--- src/rtl/core/mafs_pkg.sv ---
// Shared types, constants and lookup functions for the MPEG audio frame scanner.
// Used by mafs_ctrl, mafs_dp and mpeg_audio_frame_scanner_core. No dependencies.
`default_nettype none

package mafs_pkg;

  localparam int BYTE_W    = 8;
  localparam int BR_W      = 9;   // bitrate in kbps
  localparam int SR_W      = 16;  // sample rate in Hz
  localparam int LEN_W     = 12;  // frame length in bytes
  localparam int SUM_W     = 33;
  localparam int LOST_W    = 32;
  localparam int FC_OUT_W  = 24;
  localparam int K_W       = 18;
  localparam int NUM_W     = 27;  // bitrate * length coefficient
  localparam int DIV_STEPS = LEN_W;
  localparam int DCNT_W    = 4;
  localparam int PAYLOAD_W = 134;
  localparam int TDATA_W   = 136;

  localparam logic [SUM_W-1:0]  SUM_MAX  = '1;
  localparam logic [LOST_W-1:0] LOST_MAX = '1;

  localparam logic KIND_FRAME  = 1'b0;
  localparam logic KIND_TOTALS = 1'b1;

  localparam logic [1:0] VER_MPEG1 = 2'd3;
  localparam logic [1:0] LAYER_I   = 2'd3;
  localparam logic [1:0] LAYER_II  = 2'd2;

  // frame length = K * br / sr, K already scaled by 1000
  localparam logic [K_W-1:0] K_LAYER1 = 18'd12000;
  localparam logic [K_W-1:0] K_LONG   = 18'd144000;
  localparam logic [K_W-1:0] K_SHORT  = 18'd72000;

  localparam logic [BR_W-1:0] RATE_V1 [3][16] = '{
    '{9'd0, 9'd32, 9'd64, 9'd96, 9'd128, 9'd160, 9'd192, 9'd224,
      9'd256, 9'd288, 9'd320, 9'd352, 9'd384, 9'd416, 9'd448, 9'd0},
    '{9'd0, 9'd32, 9'd48, 9'd56, 9'd64, 9'd80, 9'd96, 9'd112,
      9'd128, 9'd160, 9'd192, 9'd224, 9'd256, 9'd320, 9'd384, 9'd0},
    '{9'd0, 9'd32, 9'd40, 9'd48, 9'd56, 9'd64, 9'd80, 9'd96,
      9'd112, 9'd128, 9'd160, 9'd192, 9'd224, 9'd256, 9'd320, 9'd0}
  };

  localparam logic [BR_W-1:0] RATE_V2 [2][16] = '{
    '{9'd0, 9'd32, 9'd48, 9'd56, 9'd64, 9'd80, 9'd96, 9'd112,
      9'd128, 9'd144, 9'd160, 9'd176, 9'd192, 9'd224, 9'd256, 9'd0},
    '{9'd0, 9'd8, 9'd16, 9'd24, 9'd32, 9'd40, 9'd48, 9'd56,
      9'd64, 9'd80, 9'd96, 9'd112, 9'd128, 9'd144, 9'd160, 9'd0}
  };

  localparam logic [SR_W-1:0] SRATE [4][4] = '{
    '{16'd11025, 16'd12000, 16'd8000, 16'd0},
    '{16'd0, 16'd0, 16'd0, 16'd0},
    '{16'd22050, 16'd24000, 16'd16000, 16'd0},
    '{16'd44100, 16'd48000, 16'd32000, 16'd0}
  };

  typedef struct packed {
    logic accept;    // input word taken this cycle
    logic div_step;  // one quotient bit
    logic load_hdr;  // frame result into output register
    logic set_skip;  // load skip count from frame length
    logic load_tot;  // totals result into output register
  } mafs_cmd_t;

  typedef struct packed {
    logic hdr_found; // window plus current byte form a valid header
  } mafs_stat_t;

  function automatic logic is_header(input logic [7:0] b0, input logic [7:0] b1,
                                     input logic [7:0] b2, input logic [7:0] b3);
    logic ok;
    ok = 1'b1;
    if (b0 != 8'hFF) ok = 1'b0;
    if ((b1 & 8'hE0) != 8'hE0) ok = 1'b0;
    if ((b1 & 8'h18) == 8'h08) ok = 1'b0;   // reserved version
    if ((b1 & 8'h06) == 8'h00) ok = 1'b0;   // reserved layer
    if ((b2 & 8'hF0) == 8'hF0) ok = 1'b0;   // bad bitrate index
    if ((b2 & 8'hF0) == 8'h00) ok = 1'b0;   // free format
    if ((b2 & 8'h0C) == 8'h0C) ok = 1'b0;   // reserved sample rate
    if ((b3 & 8'h03) == 8'h02) ok = 1'b0;   // reserved emphasis
    return ok;
  endfunction

  function automatic logic [BR_W-1:0] rate_lookup(input logic [1:0] ver,
                                                  input logic [1:0] lay,
                                                  input logic [3:0] idx);
    logic [1:0] row;
    row = (lay == LAYER_I) ? 2'd0 : (lay == LAYER_II) ? 2'd1 : 2'd2;
    if (ver == VER_MPEG1) return RATE_V1[row][idx];
    else if (row == 2'd0) return RATE_V2[0][idx];
    else return RATE_V2[1][idx];
  endfunction

  function automatic logic [SR_W-1:0] srate_lookup(input logic [1:0] ver,
                                                   input logic [1:0] sidx);
    return SRATE[ver][sidx];
  endfunction

endpackage

`default_nettype wire

--- src/rtl/core/mpeg_audio_frame_scanner_core.sv ---
// Top level of the MPEG audio frame scanner: controller plus datapath.
// Depends on mafs_pkg, mafs_ctrl and mafs_dp.
//
// Usage:
//   Input stream: one audio byte per word on in_tdata, in_tlast marks the
//   final audio byte of a stream. The stream must start on the first frame.
//   Output stream: one word per frame header found (out_tuser = 0) and one
//   totals word after the final byte (out_tuser = 1). Totals carry frame
//   count, bitrate sum, lost window positions and the variable-rate flag.
//   cfg_wr_en/cfg_wr_data set the tag-frame flag; write it only while idle.
// Timing:
//   A byte that completes no header, other than the final byte, keeps the
//   scanner idle, so skipped frame bytes and sliding bytes stream at one per
//   cycle. The byte that completes a valid header starts a bit-serial length
//   divide, one quotient bit per cycle; the frame word is then loaded once
//   the output register is free. A totals word is loaded after the final
//   byte is accepted, or after the frame word that byte produced.
//   in_tready is low while a divide or a pending result is in progress.
// Stall: the output register holds its word while out_tready is low; new
//   bytes are still taken until one produces a further result.
// Reset: synchronous active low; clears all counters, the window and the
//   tag-frame flag. When the final byte is accepted the scan state returns
//   to reset values (the flag is kept), so the next byte begins a new stream.
`default_nettype none

module mpeg_audio_frame_scanner_core #(
  parameter int FRAME_COUNT_BITS = 24
) (
  input  wire logic                       clk,
  input  wire logic                       rst_n,
  // in_tdata: [7:0] data_byte
  input  wire logic [7:0]                 in_tdata,
  input  wire logic                       in_tlast,   // last_byte
  input  wire logic                       in_tvalid,
  output logic                            in_tready,
  // out_tdata: [1:0] version_id, [3:2] layer_id, [12:4] bitrate_kbps,
  //   [28:13] sample_rate_hz, [29] padding, [31:30] channel_mode,
  //   [43:32] frame_length, [67:44] frame_count, [100:68] total_bitrate_kbps,
  //   [132:101] lost_bytes, [133] variable_rate, [135:134] zero
  output logic [mafs_pkg::TDATA_W-1:0]    out_tdata,
  output logic                            out_tuser,  // [0] kind
  output logic                            out_tvalid,
  input  wire logic                       out_tready,
  input  wire logic                       cfg_wr_en,
  input  wire logic                       cfg_wr_data // first_is_tag_frame
);
  import mafs_pkg::*;

  mafs_cmd_t  cmd;
  mafs_stat_t stat;

  mafs_ctrl u_ctrl (
    .clk        (clk),
    .rst_n      (rst_n),
    .in_tvalid  (in_tvalid),
    .in_tlast   (in_tlast),
    .in_tready  (in_tready),
    .out_tready (out_tready),
    .out_tvalid (out_tvalid),
    .stat       (stat),
    .cmd        (cmd)
  );

  mafs_dp #(
    .FRAME_COUNT_BITS (FRAME_COUNT_BITS)
  ) u_dp (
    .clk         (clk),
    .rst_n       (rst_n),
    .in_byte     (in_tdata),
    .in_last     (in_tlast),
    .cfg_wr_en   (cfg_wr_en),
    .cfg_wr_data (cfg_wr_data),
    .cmd         (cmd),
    .stat        (stat),
    .out_tdata   (out_tdata),
    .out_tuser   (out_tuser)
  );

endmodule

`default_nettype wire

--- src/rtl/core/mafs_ctrl.sv ---
// Sequencer for the MPEG audio frame scanner: input acceptance, divider
// stepping and output register loading. Depends on mafs_pkg.
`default_nettype none

module mafs_ctrl (
  input  wire logic               clk,
  input  wire logic               rst_n,
  input  wire logic               in_tvalid,
  input  wire logic               in_tlast,
  output logic                    in_tready,
  input  wire logic               out_tready,
  output logic                    out_tvalid,
  input  wire mafs_pkg::mafs_stat_t stat,
  output mafs_pkg::mafs_cmd_t     cmd
);
  import mafs_pkg::*;

  typedef enum logic [3:0] {
    S_IDLE = 4'b0001,
    S_DIV  = 4'b0010,
    S_HDR  = 4'b0100,
    S_TOT  = 4'b1000
  } state_t;

  state_t            state_r, state_nxt;
  logic [DCNT_W-1:0] cnt_r, cnt_nxt;
  logic              pend_last_r, pend_last_nxt;
  logic              out_valid_r, out_valid_nxt;
  logic              out_free;

  assign out_free   = !out_valid_r || out_tready;
  assign in_tready  = (state_r == S_IDLE);
  assign out_tvalid = out_valid_r;

  always_comb begin
    cmd           = '0;
    state_nxt     = state_r;
    cnt_nxt       = cnt_r;
    pend_last_nxt = pend_last_r;
    case (state_r)
      S_IDLE: begin
        if (in_tvalid) begin
          cmd.accept = 1'b1;
          if (stat.hdr_found) begin
            state_nxt     = S_DIV;
            cnt_nxt       = '0;
            pend_last_nxt = in_tlast;
          end else if (in_tlast) begin
            state_nxt = S_TOT;
          end
        end
      end
      S_DIV: begin
        cmd.div_step = 1'b1;
        cnt_nxt      = cnt_r + 1'b1;
        if (cnt_r == DCNT_W'(DIV_STEPS - 1)) state_nxt = S_HDR;
      end
      S_HDR: begin
        if (out_free) begin
          cmd.load_hdr = 1'b1;
          cmd.set_skip = !pend_last_r;
          state_nxt    = pend_last_r ? S_TOT : S_IDLE;
        end
      end
      S_TOT: begin
        if (out_free) begin
          cmd.load_tot = 1'b1;
          state_nxt    = S_IDLE;
        end
      end
      default: state_nxt = S_IDLE;
    endcase
  end

  always_comb begin
    if (cmd.load_hdr || cmd.load_tot) out_valid_nxt = 1'b1;
    else if (out_tready)              out_valid_nxt = 1'b0;
    else                              out_valid_nxt = out_valid_r;
  end

  always_ff @(posedge clk) begin
    if (!rst_n) begin
      state_r     <= S_IDLE;
      cnt_r       <= '0;
      pend_last_r <= 1'b0;
      out_valid_r <= 1'b0;
    end else begin
      state_r     <= state_nxt;
      cnt_r       <= cnt_nxt;
      pend_last_r <= pend_last_nxt;
      out_valid_r <= out_valid_nxt;
    end
  end

  a_hdr_starts_div: assert property (@(posedge clk) disable iff (!rst_n)
    (cmd.accept && stat.hdr_found) |=> (state_r == S_DIV && cnt_r == '0))
    else $error("header accept did not start divider");

  a_load_into_free: assert property (@(posedge clk) disable iff (!rst_n)
    (cmd.load_hdr || cmd.load_tot) |-> (!out_valid_r || out_tready))
    else $error("output register overwritten while held");

  a_div_bounded: assert property (@(posedge clk) disable iff (!rst_n)
    (state_r == S_DIV) |-> (cnt_r < DCNT_W'(DIV_STEPS)))
    else $error("divider step count out of range");

  a_one_load: assert property (@(posedge clk) disable iff (!rst_n)
    !(cmd.load_hdr && cmd.load_tot) && !(cmd.accept && cmd.div_step))
    else $error("conflicting commands");

endmodule

`default_nettype wire

--- src/rtl/core/mafs_dp.sv ---
// Datapath of the MPEG audio frame scanner: header window, counters, bit-serial
// frame length divider and output register. Depends on mafs_pkg.
`default_nettype none

module mafs_dp #(
  parameter int FRAME_COUNT_BITS = 24
) (
  input  wire logic                         clk,
  input  wire logic                         rst_n,
  input  wire logic [mafs_pkg::BYTE_W-1:0]  in_byte,
  input  wire logic                         in_last,
  input  wire logic                         cfg_wr_en,
  input  wire logic                         cfg_wr_data,
  input  wire mafs_pkg::mafs_cmd_t          cmd,
  output mafs_pkg::mafs_stat_t              stat,
  output logic [mafs_pkg::TDATA_W-1:0]      out_tdata,
  output logic                              out_tuser
);
  import mafs_pkg::*;

  localparam logic [FRAME_COUNT_BITS-1:0] FC_MAX = '1;

  // scanning state
  logic                        tag_r;
  logic [23:0]                 win_r, win_nxt;
  logic [1:0]                  fill_r, fill_nxt;
  logic [LEN_W-1:0]            skip_r, skip_nxt;
  logic [FRAME_COUNT_BITS-1:0] frames_r, frames_nxt;
  logic [SUM_W-1:0]            sum_r, sum_nxt;
  logic [LOST_W-1:0]           lost_r, lost_nxt;
  logic [BR_W-1:0]             prev_br_r, prev_br_nxt;
  logic                        rc_r, rc_nxt;
  logic [BR_W-1:0]             first_br_r, first_br_nxt;

  // values after the byte, before an end-of-stream clear
  logic [23:0]                 stp_win;
  logic [1:0]                  stp_fill;
  logic [LEN_W-1:0]            stp_skip;
  logic [FRAME_COUNT_BITS-1:0] stp_frames;
  logic [SUM_W-1:0]            stp_sum;
  logic [LOST_W-1:0]           stp_lost;
  logic [BR_W-1:0]             stp_prev;
  logic                        stp_rc;
  logic [BR_W-1:0]             stp_first;

  // pending frame and totals results
  logic [1:0]                  h_ver_r, h_lay_r, h_cm_r;
  logic [BR_W-1:0]             h_br_r;
  logic [SR_W-1:0]             h_sr_r;
  logic                        h_pad_r, h_rc_r;
  logic [FRAME_COUNT_BITS-1:0] h_fc_r;
  logic [SUM_W-1:0]            h_sum_r;
  logic [LOST_W-1:0]           h_lost_r;
  logic [FRAME_COUNT_BITS-1:0] t_fc_r, t_fc;
  logic [SUM_W-1:0]            t_sum_r, t_sum;
  logic [LOST_W-1:0]           t_lost_r;
  logic                        t_rc_r;

  // divider: remainder plus a shift register that turns into the quotient
  logic [SR_W-1:0]             rem_r;
  logic [LEN_W-1:0]            quo_r;
  logic [SR_W:0]               trial;
  logic                        trial_ge;

  logic [PAYLOAD_W-1:0]        out_data_r;
  logic                        out_kind_r;

  logic [7:0]       b0, b1, b2;
  logic [1:0]       ver, lay, sri, cm;
  logic [3:0]       bri;
  logic             pad, hdr_ok, at_window, miss;
  logic [BR_W-1:0]  br;
  logic [SR_W-1:0]  sr;
  logic [K_W-1:0]   kcoef;
  logic [NUM_W-1:0] num;
  logic [SUM_W:0]   sum_wide;
  logic [LOST_W+1:0] lost_wide;
  logic [LEN_W-1:0] len_pad;
  logic [LEN_W-1:0] len, skip_val;

  assign b0  = win_r[23:16];
  assign b1  = win_r[15:8];
  assign b2  = win_r[7:0];
  assign ver = b1[4:3];
  assign lay = b1[2:1];
  assign bri = b2[7:4];
  assign sri = b2[3:2];
  assign pad = b2[1];
  assign cm  = in_byte[7:6];

  assign hdr_ok         = is_header(b0, b1, b2, in_byte);
  assign at_window      = (skip_r == '0) && (fill_r == 2'd3);
  assign miss           = at_window && !hdr_ok;
  assign stat.hdr_found = at_window && hdr_ok;

  assign br    = rate_lookup(ver, lay, bri);
  assign sr    = srate_lookup(ver, sri);
  assign kcoef = (lay == LAYER_I) ? K_LAYER1 :
                 ((ver == VER_MPEG1) || (lay == LAYER_II)) ? K_LONG : K_SHORT;
  assign num   = NUM_W'(br) * NUM_W'(kcoef);

  assign sum_wide = {1'b0, sum_r} + (SUM_W + 1)'(br);

  always_comb begin
    stp_win    = win_r;
    stp_fill   = fill_r;
    stp_skip   = skip_r;
    stp_frames = frames_r;
    stp_sum    = sum_r;
    stp_prev   = prev_br_r;
    stp_rc     = rc_r;
    stp_first  = first_br_r;
    if (skip_r != '0) begin
      stp_skip = skip_r - 1'b1;
    end else if (fill_r != 2'd3) begin
      stp_win  = {win_r[15:0], in_byte};
      stp_fill = fill_r + 1'b1;
    end else if (hdr_ok) begin
      stp_win  = '0;
      stp_fill = '0;
      if (frames_r == '0) stp_first = br;
      if (frames_r != FC_MAX) stp_frames = frames_r + 1'b1;
      stp_sum  = sum_wide[SUM_W] ? SUM_MAX : sum_wide[SUM_W-1:0];
      if ((prev_br_r != '0) && (br != prev_br_r)) stp_rc = 1'b1;
      stp_prev = br;
    end else begin
      stp_win = {win_r[15:0], in_byte};
    end
    // a miss and, at stream end, the bytes left in the window
    lost_wide = {2'b00, lost_r} + (LOST_W + 2)'(miss)
              + (LOST_W + 2)'(in_last ? stp_fill : 2'd0);
    stp_lost  = (lost_wide[LOST_W+1:LOST_W] != 2'b00) ? LOST_MAX : lost_wide[LOST_W-1:0];
  end

  // totals, with the leading tag frame taken out when configured
  always_comb begin
    t_fc  = stp_frames;
    t_sum = stp_sum;
    if (tag_r && (stp_frames != '0)) begin
      t_fc  = stp_frames - 1'b1;
      t_sum = (stp_sum >= SUM_W'(stp_first)) ? stp_sum - SUM_W'(stp_first) : '0;
    end
  end

  always_comb begin
    win_nxt      = win_r;
    fill_nxt     = fill_r;
    skip_nxt     = skip_r;
    frames_nxt   = frames_r;
    sum_nxt      = sum_r;
    lost_nxt     = lost_r;
    prev_br_nxt  = prev_br_r;
    rc_nxt       = rc_r;
    first_br_nxt = first_br_r;
    if (cmd.accept) begin
      if (in_last) begin
        win_nxt      = '0;
        fill_nxt     = '0;
        skip_nxt     = '0;
        frames_nxt   = '0;
        sum_nxt      = '0;
        lost_nxt     = '0;
        prev_br_nxt  = '0;
        rc_nxt       = 1'b0;
        first_br_nxt = '0;
      end else begin
        win_nxt      = stp_win;
        fill_nxt     = stp_fill;
        skip_nxt     = stp_skip;
        frames_nxt   = stp_frames;
        sum_nxt      = stp_sum;
        lost_nxt     = stp_lost;
        prev_br_nxt  = stp_prev;
        rc_nxt       = stp_rc;
        first_br_nxt = stp_first;
      end
    end
    if (cmd.set_skip) skip_nxt = skip_val;
  end

  // restoring divide, quotient known to fit LEN_W bits
  assign trial    = {rem_r, quo_r[LEN_W-1]};
  assign trial_ge = (trial >= {1'b0, h_sr_r});

  // layer I counts 4-byte slots; length wraps at LEN_W bits
  assign len_pad  = quo_r + LEN_W'(h_pad_r);
  assign len      = (h_lay_r == LAYER_I) ? {len_pad[LEN_W-3:0], 2'b00} : len_pad;
  assign skip_val = (len > LEN_W'(4)) ? len - LEN_W'(4) : '0;

  always_ff @(posedge clk) begin
    if (!rst_n) begin
      tag_r      <= 1'b0;
      win_r      <= '0;
      fill_r     <= '0;
      skip_r     <= '0;
      frames_r   <= '0;
      sum_r      <= '0;
      lost_r     <= '0;
      prev_br_r  <= '0;
      rc_r       <= 1'b0;
      first_br_r <= '0;
    end else begin
      if (cfg_wr_en) tag_r <= cfg_wr_data;
      win_r      <= win_nxt;
      fill_r     <= fill_nxt;
      skip_r     <= skip_nxt;
      frames_r   <= frames_nxt;
      sum_r      <= sum_nxt;
      lost_r     <= lost_nxt;
      prev_br_r  <= prev_br_nxt;
      rc_r       <= rc_nxt;
      first_br_r <= first_br_nxt;
    end
  end

  always_ff @(posedge clk) begin
    if (cmd.accept && stat.hdr_found) begin
      h_ver_r  <= ver;
      h_lay_r  <= lay;
      h_br_r   <= br;
      h_sr_r   <= sr;
      h_pad_r  <= pad;
      h_cm_r   <= cm;
      h_fc_r   <= stp_frames;
      h_sum_r  <= stp_sum;
      h_lost_r <= stp_lost;
      h_rc_r   <= stp_rc;
      rem_r    <= SR_W'(num[NUM_W-1:LEN_W]);
      quo_r    <= num[LEN_W-1:0];
    end else if (cmd.div_step) begin
      rem_r <= trial_ge ? SR_W'(trial - {1'b0, h_sr_r}) : trial[SR_W-1:0];
      quo_r <= {quo_r[LEN_W-2:0], trial_ge};
    end
    if (cmd.accept && in_last) begin
      t_fc_r   <= t_fc;
      t_sum_r  <= t_sum;
      t_lost_r <= stp_lost;
      t_rc_r   <= stp_rc;
    end
    if (cmd.load_hdr) begin
      out_kind_r <= KIND_FRAME;
      out_data_r <= {h_rc_r, h_lost_r, h_sum_r, FC_OUT_W'(h_fc_r), len,
                     h_cm_r, h_pad_r, h_sr_r, h_br_r, h_lay_r, h_ver_r};
    end else if (cmd.load_tot) begin
      out_kind_r <= KIND_TOTALS;
      out_data_r <= {t_rc_r, t_lost_r, t_sum_r, FC_OUT_W'(t_fc_r), {LEN_W{1'b0}},
                     2'b00, 1'b0, {SR_W{1'b0}}, {BR_W{1'b0}}, 2'b00, 2'b00};
    end
  end

  assign out_tdata = {{(TDATA_W - PAYLOAD_W){1'b0}}, out_data_r};
  assign out_tuser = out_kind_r;

endmodule

`default_nettype wire
--- config.mk ---
export PLATFORM = sky130hd
export DESIGN_NAME = mpeg_audio_frame_scanner_core
export DESIGN_NICKNAME = d
export VERILOG_FILES = /design/src/rtl/core/mafs_pkg.sv /design/src/rtl/core/mpeg_audio_frame_scanner_core.sv /design/src/rtl/core/mafs_ctrl.sv /design/src/rtl/core/mafs_dp.sv
export SDC_FILE = /design/constraint.sdc
export NUM_CORES = 1
export LEC_CHECK = 0
export BUFFER_PORTS_ARGS = -buffer_cell sky130_fd_sc_hd__buf_2
export CAP_MARGIN = 20
export CORE_MARGIN = 1
export CORE_UTILIZATION = 35
export DETAILED_ROUTE_END_ITERATION = 8
export GPL_TIMING_DRIVEN = 1
export PLACE_DENSITY_LB_ADDON = 0.12
export SYNTH_ARGS = -nofsm -noshare
export SYNTH_HDL_FRONTEND = slang
export SYNTH_HIERARCHICAL = 1
export SYNTH_SLANG_ARGS = --single-unit
--- constraint.sdc ---
create_clock -name clk -period 11 [get_ports clk]
set_input_delay 2.2 -clock clk [delete_from_list [all_inputs] [get_ports clk]]
set_output_delay 2.2 -clock clk [all_outputs]
set_load 0.05 [all_outputs]
==> results of run 1 <==
## per-stage QoR
stage / power (mW) / cells / worst slack, ns
after global placement: 3.195 / 3728 / 3.637
after detailed placement: 3.205 / 3728 / 3.593
after global routing: 5.456 / 3838 / 2.992
after CTS: 5.307 / 3838 / 3.681
final: 5.227 / 3838 / 3.640
after floorplan: 2.963 / 2661 / 4.270
## critical path, stage by stage, from the launching register on
cell      delay [ns]
dfxtp_1         0.80
and2_1          0.50
o21ai_0         0.14
o211a_1         0.18
nor2_1          0.09
a21o_1          0.29
inv_1           0.13
ha_1            0.37
a21oi_1         0.13
o221a_2         0.36
nor4_1          0.42
and2_1          0.57
nor2_1          0.18
inv_1           0.12
ha_1            0.25
nor2b_1         0.16
o21bai_1        0.11
and3_1          0.19
o21ai_0         0.14
a221oi_1        0.41
nand2_1         0.19
nor3_4          0.31
nand4_4         0.34
nor2_4          0.52
o22ai_1         0.17
## per-layer routing
| layer | vias up | share of wire |
|---|---|---|
| li1 | 9875 | - |
| met1 | 10050 | 0.46 |
| met2 | 532 | 0.46 |
| met3 | 107 | 0.050 |
| met4 | 2 | 0.023 |
| met5 | - | 0.00017 |
## where the power goes
group	switching [mW]	internal, mW	total, mW
logic	0.631	0.227	0.859
clock network	0.827	1.24	2.07
registers	0.0687	2.23	2.30
## worst paths after layout
check,endpoint,slack [ns],cells past startpoint
max reg2reg,u_dp/t_sum_r[0]$_DFFE_PP_,3.64,24
max,u_dp/t_sum_r[0]$_DFFE_PP_,3.64,24
min reg2reg,u_dp/first_br_r[2]$_SDFFE_PN0P_,0.47,1
min,u_dp/first_br_r[2]$_SDFFE_PN0P_,0.47,1
## sequential cells by signal, summed over array words and instances (netlist names), 32 cells and up
signal           flops
u_dp/h_sum_r        33
u_dp/lost_r         32
u_dp/sum_r          33
u_dp/t_sum_r        33
u_dp/h_lost_r       32
u_dp/out_data_r    129
u_dp/t_lost_r       32
## cells in the final DEF, fill, tap and decap left out, types with 10 or more instances in the layout
cell       synthesis  final
dfxtp_1          156    156
or3_1             22     22
nor3_1            56     56
clkbuf_16          0     59
nand3_1           72     71
a31oi_1           21     21
inv_1            122    122
nor4_1            23     23
mux2i_1           41     41
nand2_1          196    196
fa_1              39     39
o21a_1            11     11
o31ai_1           17     17
a21boi_0          13     13
mux2_2            98     98
nand4_1           47     47
or4_1             14     14
a21o_1            20     20
buf_4             11     32
edfxtp_1         363    363
ha_1              91     91
o21ai_1           12     11
a21oi_1          112    112
nor2b_1          111    111
clkbuf_1         117     12
and4_1            16     16
and3_1            31     31
a22oi_1           85     85
xor2_1            59     59
o22ai_1           29     29
xnor2_1           81     81
buf_2             11    146
and2_1            71     70
nor2_1           176    175
nand2b_1          22     22
or2_2             14     13
o21ai_0           86     86
clkinv_2           0     10
## cell families after synthesis
kind of cell	count (synthesis)	share of synthesized area
simple gates	924	0.1767
flops	519	0.4955
compound gates	514	0.1219
buf+inv	287	0.04107
xor+xnor	140	0.04333
mux	139	0.05350
fa+ha+maj	130	0.06782
other cells	1	0.0001325
## final cells by class
class	instances	area share
Multi-Input combinational cell	1855	0.4115
Clock inverter	30	0.01267
Inverter	126	0.01493
Tap cell	1050	0.04104
Timing Repair Buffer	178	0.03033
Sequential cell	519	0.4381
Clock buffer	80	0.05140
==> flow_metrics.env, run 1 <==
export IMPL_status="complete, no violations"
export IMPL_final_hold_viol_count=0
export IMPL_die_h_um=286.4
export IMPL_cts_reportedPaths_clkPinSlew_ns=0.06
export IMPL_post_cts_resized=0
export IMPL_ctsHoldBuffers=0
export IMPL_drv_cap=0
export IMPL_portBuffers=147
export IMPL_min_from="u_dp/first_br_r[2]$_SDFFE_PN0P_"
export IMPL_reg2reg_from="u_dp/win_r[10]$_SDFFE_PN0P_"
export IMPL_grt_pass1_wl_mm=118.4
export IMPL_async_flop_share=0
export IMPL_synthCells=2654
export IMPL_power_density_mw_per_mm2=163.3
export IMPL_cts_buffer_depth=3
export IMPL_htreeDepth=2
export IMPL_rsz0062_at_grt="false"
export IMPL_start_kind="register"
export IMPL_yosys_area_top_type="edfxtp_1"
export IMPL_routedWlPerCell_um=19.67
export IMPL_critPathLaunch="u_dp/win_r[10]$_SDFFE_PN0P_"
export IMPL_hold_path_class="reg2reg"
export IMPL_register_area_mm2=0.01402
export IMPL_grtUsageMet2=0.2961
export IMPL_fmax_mhz=135.9
export IMPL_core_area_mm2=0.07952
export IMPL_synth_main_ff_cell="edfxtp_1"
export IMPL_drc=0
export IMPL_fillers=7686
export IMPL_fin_util=0.4025
export IMPL_drt_total_wl_mm=75.50
export IMPL_routed_via_count=20570
export IMPL_fp_dieW_um=286.4
export IMPL_synth_edf_count=363
export IMPL_yosysWarnings=6
export IMPL_finish_instance_area_mm2=0.03201
export IMPL_cts_setup_buffers=0
export IMPL_yosysMostFrequentCell="edfxtp_1"
export IMPL_setup_violations=0
export IMPL_globalplace_congestion=0.8617
export IMPL_leakage_nw=12.19
export IMPL_worstSetupPathType="reg2reg"
export IMPL_overflow=0
export IMPL_seq_area_frac_synth=0.4955
export IMPL_clk_latency_ns=0.63
export IMPL_cts_buffers=59
export IMPL_worstMarginPinSlew_ns=1.107
export IMPL_cp_max_fo=23
export IMPL_yosysTopAreaCellShare=0.3852
export IMPL_critPathArrivalTime_ns=7.71
export IMPL_grt_busiest_layer="met2"
export IMPL_drt_pass1_iterations=5
export IMPL_io_pins=154
export IMPL_dp_hpwl_mm=51.74
export IMPL_timing_setup_tns_ns=0
export IMPL_synth_cell_types=91
export IMPL_synthTopCellsByCount="363 x edfxtp_1, 196 x nand2_1, 176 x nor2_1, 156 x dfxtp_1, 122 x inv_1"
export IMPL_grt_pass1_vias=20320
export IMPL_yosys_register_bits=519
export IMPL_multi_input_area_mm2=0.01317
export IMPL_die_area_mm2=0.08200
export IMPL_syn_avg_cell_area_um2=10.66
export IMPL_peakVddDrop_uv=115.6
export IMPL_num_rows=103
export IMPL_period_needed_ns=7.360
export IMPL_maxSlewViolCount=0
export IMPL_initialDrtViolationCount=1645
export IMPL_synth_area_mm2=0.02830
export IMPL_use_met1=0.2530
export IMPL_grt_max_degree=84
export IMPL_antenna_found_initial=2
export IMPL_hold_slack_ns=0.4659
export IMPL_ant_nets=0
export IMPL_num_antenna_cells=0
export IMPL_drive_gt1_frac=0.1575
export IMPL_dpl_cell_area_mm2=0.02996
export IMPL_clock_skew_ns=0.01718
export IMPL_fin_nets=2884
export IMPL_vias_per_cell=5.358
export IMPL_globalRouteTotalUtil=0.1822
export IMPL_end_kind="register"
export IMPL_slew_headroom=0.2623
export IMPL_clock_sinks=519
export IMPL_synth_area_leaders="edfxtp_1 39%, dfxtp_1 11%, ha_1 4.0%, mux2_2 3.9%, fa_1 2.8%"
export IMPL_start_util=0.3559
export IMPL_cts_tree="built"
export IMPL_worstPathRequired_ns=11.35
export IMPL_finalCritPeriodShare=0.6691
export IMPL_cts_root_buf="clkbuf_16"
export IMPL_grt_use_met3=0.02536
export IMPL_area_growth_syn_to_layout_pct=13.10
No activity file was read; power rests on OpenSTA's default activity.
==> inputs of run 2 (changes only) <==
ABC_AREA = 1   (was default)
clock period = 6.6 ns   (was 11 ns; I/O delays follow)
==> flow_metrics.env, run 2 <==
export IMPL_worstMarginPinSlew_ns=0.9346
export IMPL_async_flop_share=0
export IMPL_num_rows=105
export IMPL_drive_gt1_frac=0.1101
export IMPL_clk_latency_ns=0.64
export IMPL_area_growth_syn_to_layout_pct=14.13
export IMPL_final_hold_viol_count=0
export IMPL_rsz0062_at_grt="false"
export IMPL_htreeDepth=2
export IMPL_die_area_mm2=0.08483
export IMPL_num_antenna_cells=0
export IMPL_io_pins=154
export IMPL_drc=0
export IMPL_ant_nets=0
export IMPL_dpl_cell_area_mm2=0.03127
export IMPL_portBuffers=147
export IMPL_routedWlPerCell_um=17.26
export IMPL_cts_reportedPaths_clkPinSlew_ns=0.06
export IMPL_fin_util=0.4057
export IMPL_post_cts_resized=0
export IMPL_muxShareOfSynthArea=0.0003418
export IMPL_synth_cell_types=59
export IMPL_fillers=8409
export IMPL_r2r_slack_ns=0.57
export IMPL_syn_avg_cell_area_um2=8.207
export IMPL_power_density_mw_per_mm2=287.7
export IMPL_antenna_found_initial=1
export IMPL_grt_pass1_wl_mm=130.9
export IMPL_synth_fa_ha_area_frac=0.06554
export IMPL_synth_top_family_by_area="simple AND/OR/NAND/NOR gates"
export IMPL_fmax_mhz=165.9
export IMPL_pre_cts_slack_ns=0.4198
export IMPL_cts_tree="built"
export IMPL_synthCells=3568
export IMPL_end_kind="register"
export IMPL_register_area_mm2=0.01402
export IMPL_cts_setup_buffers=0
export IMPL_largest_register_ffs=129
export IMPL_synth_compound_area_frac=0.07576
export IMPL_yosysMostFrequentCell="nand2_1"
export IMPL_overflow=0
export IMPL_fp_dieW_um=291.3
export IMPL_routed_via_count=23580
export IMPL_final_common_cell="nand2_1"
export IMPL_grt_pass1_vias=22280
export IMPL_cts_buffers=59
export IMPL_yosysTopAreaCellShare=0.3722
export IMPL_timing_setup_tns_ns=0
export IMPL_cts_buffer_depth=3
export IMPL_cts_root_buf="clkbuf_16"
export IMPL_start_util=0.3555
export IMPL_yosys_area_top_type="edfxtp_1"
export IMPL_final_cell_mix="1130 x nand2_1, 406 x inv_1, 363 x edfxtp_1"
export IMPL_hold_path_class="reg2reg"
export IMPL_clock_sinks=519
export IMPL_die_h_um=291.3
export IMPL_synth_edf_count=363
export IMPL_dp_hpwl_mm=61.65
export IMPL_start_kind="register"
export IMPL_synth_xor_area_frac=0.02782
export IMPL_synth_area_leaders="edfxtp_1 37%, nand2_1 14%, dfxtp_1 11%, inv_1 5.2%, nor2_1 4.0%"
export IMPL_worstPathRequired_ns=6.95
export IMPL_fin_nets=3864
export IMPL_critPathArrivalTime_ns=6.38
export IMPL_drt_total_wl_mm=83.54
export IMPL_yosysWarnings=6
export IMPL_drv_cap=0
export IMPL_yosys_area_share_simple=0.2781
export IMPL_globalplace_congestion=0.9292
export IMPL_clock_skew_ns=0.02241
export IMPL_globalRouteTotalUtil=0.1953
export IMPL_largest_register="u_dp/out_data_r"
export IMPL_layout_setup_ws_ns=0.5735
export IMPL_leakage_nw=14.69
export IMPL_hold_slack_ns=0.4567
export IMPL_yosys_register_bits=519
export IMPL_drt_pass1_iterations=6
export IMPL_grt_max_degree=130
export IMPL_peakVddDrop_uv=319.7
export IMPL_setup_violations=0
export IMPL_finish_instance_area_mm2=0.03342
export IMPL_worstSetupPathType="reg2reg"
export IMPL_synth_area_mm2=0.02928
export IMPL_worstRegToRegCells=27
export IMPL_finalCritPeriodShare=0.9131
export IMPL_status="complete, no violations"
export IMPL_synthTopCellsByCount="1131 x nand2_1, 409 x inv_1, 363 x edfxtp_1, 313 x nor2_1, 210 x a21oi_1"
export IMPL_period_needed_ns=6.027
export IMPL_synth_main_ff_cell="edfxtp_1"
export IMPL_core_area_mm2=0.08237
export IMPL_ctsHoldBuffers=0
export IMPL_worstHoldPathCells=2
export IMPL_slew_headroom=0.3754
export IMPL_seq_area_frac_synth=0.4789
export IMPL_multi_input_area_mm2=0.01318
export IMPL_maxSlewViolCount=0
export IMPL_vias_per_cell=4.872
export IMPL_initialDrtViolationCount=1662
export IMPL_cp_max_fo=13
-- run 2: cell count changes after synthesis, moves of 84 or more --
cell / previous run / this run
nor2_1: 176 / 313
a22oi_1: 85 / 1
nand3_1: 72 / 192
a21oi_1: 112 / 210
nor2b_1: 111 / 0
inv_1: 122 / 409
mux2_2: 98 / 0
nand2_1: 196 / 1131
-- run 2: per-layer routing --
layer	routed length, um	vias to the layer above	share of wire	track usage
met2	35880	574	0.43	0.2973
met1	41740	10960	0.50	0.2915
li1	-	11950	-	-
met5	0	-	0	0
met3	4384	98	0.052	0.02688
met4	1535	0	0.018	0.04362
-- run 2: area by class of cell --
class / instances / share of cell area
sequential: 519 / 0.4196
multi-input combinational: 2520 / 0.3942
clock buffer: 73 / 0.04792
inverter: 422 / 0.04773
tap: 1070 / 0.04006
timing repair buffer: 197 / 0.03437
clock inverter: 39 / 0.01610
-- run 2: power by group --
part / internal (mW) / switching, mW
Combinational: 0.445 / 1.60
Clock: 2.16 / 1.41
Sequential: 3.86 / 0.130
-- run 2: metrics by stage --
| stage | cells | total power, mW |
|---|---|---|
| finish | 4840 | 9.615 |
| global route | 4840 | 10.05 |
| CTS | 4840 | 9.757 |
| detailed placement | 4728 | 6.141 |
| global placement | 4728 | 6.139 |
| floorplan | 3575 | 5.564 |
-- run 2: kinds of logic after synthesis --
logic type | Yosys count
and+or+nand+nor | 1874
buffers and inverters | 536
DFF | 519
AOI/OAI and AO/OA | 414
adders and majority gates | 130
xor gates and xnor gates | 93
other | 1
muxes | 1
-- run 2: worst max-delay path: stages (launching register included) --
cell and delay [ns]:
dfxtp_1 0.42, nand2_1 0.14, inv_1 0.32, nor2_1 0.07, inv_1 0.12, o21ai_0 0.08
nor2_1 0.11, nand2_1 0.17, nor2_1 0.31, inv_1 0.15, fa_1 0.53, fa_1 0.54
fa_1 0.55, inv_1 0.04, ha_1 0.34, fa_1 0.48, nand3_1 0.10, nand2_1 0.06
nand2_1 0.08, nand2_1 0.05, a21oi_1 0.17, nor2_1 0.08, nor2_1 0.09, o21bai_1 0.09
a21boi_0 0.28, o21ai_0 0.14, xor2_1 0.16, o21ai_0 0.09
-- run 2: worst paths after layout --
check / from / to
max: u_dp/win_r[9]$_SDFFE_PN0P_ / u_dp/rem_r[12]$_DFFE_PP_
min reg2reg: u_dp/first_br_r[0]$_SDFFE_PN0P_ / u_dp/first_br_r[0]$_SDFFE_PN0P_
min: u_dp/first_br_r[0]$_SDFFE_PN0P_ / u_dp/first_br_r[0]$_SDFFE_PN0P_
max reg2reg: u_dp/win_r[9]$_SDFFE_PN0P_ / u_dp/rem_r[12]$_DFFE_PP_
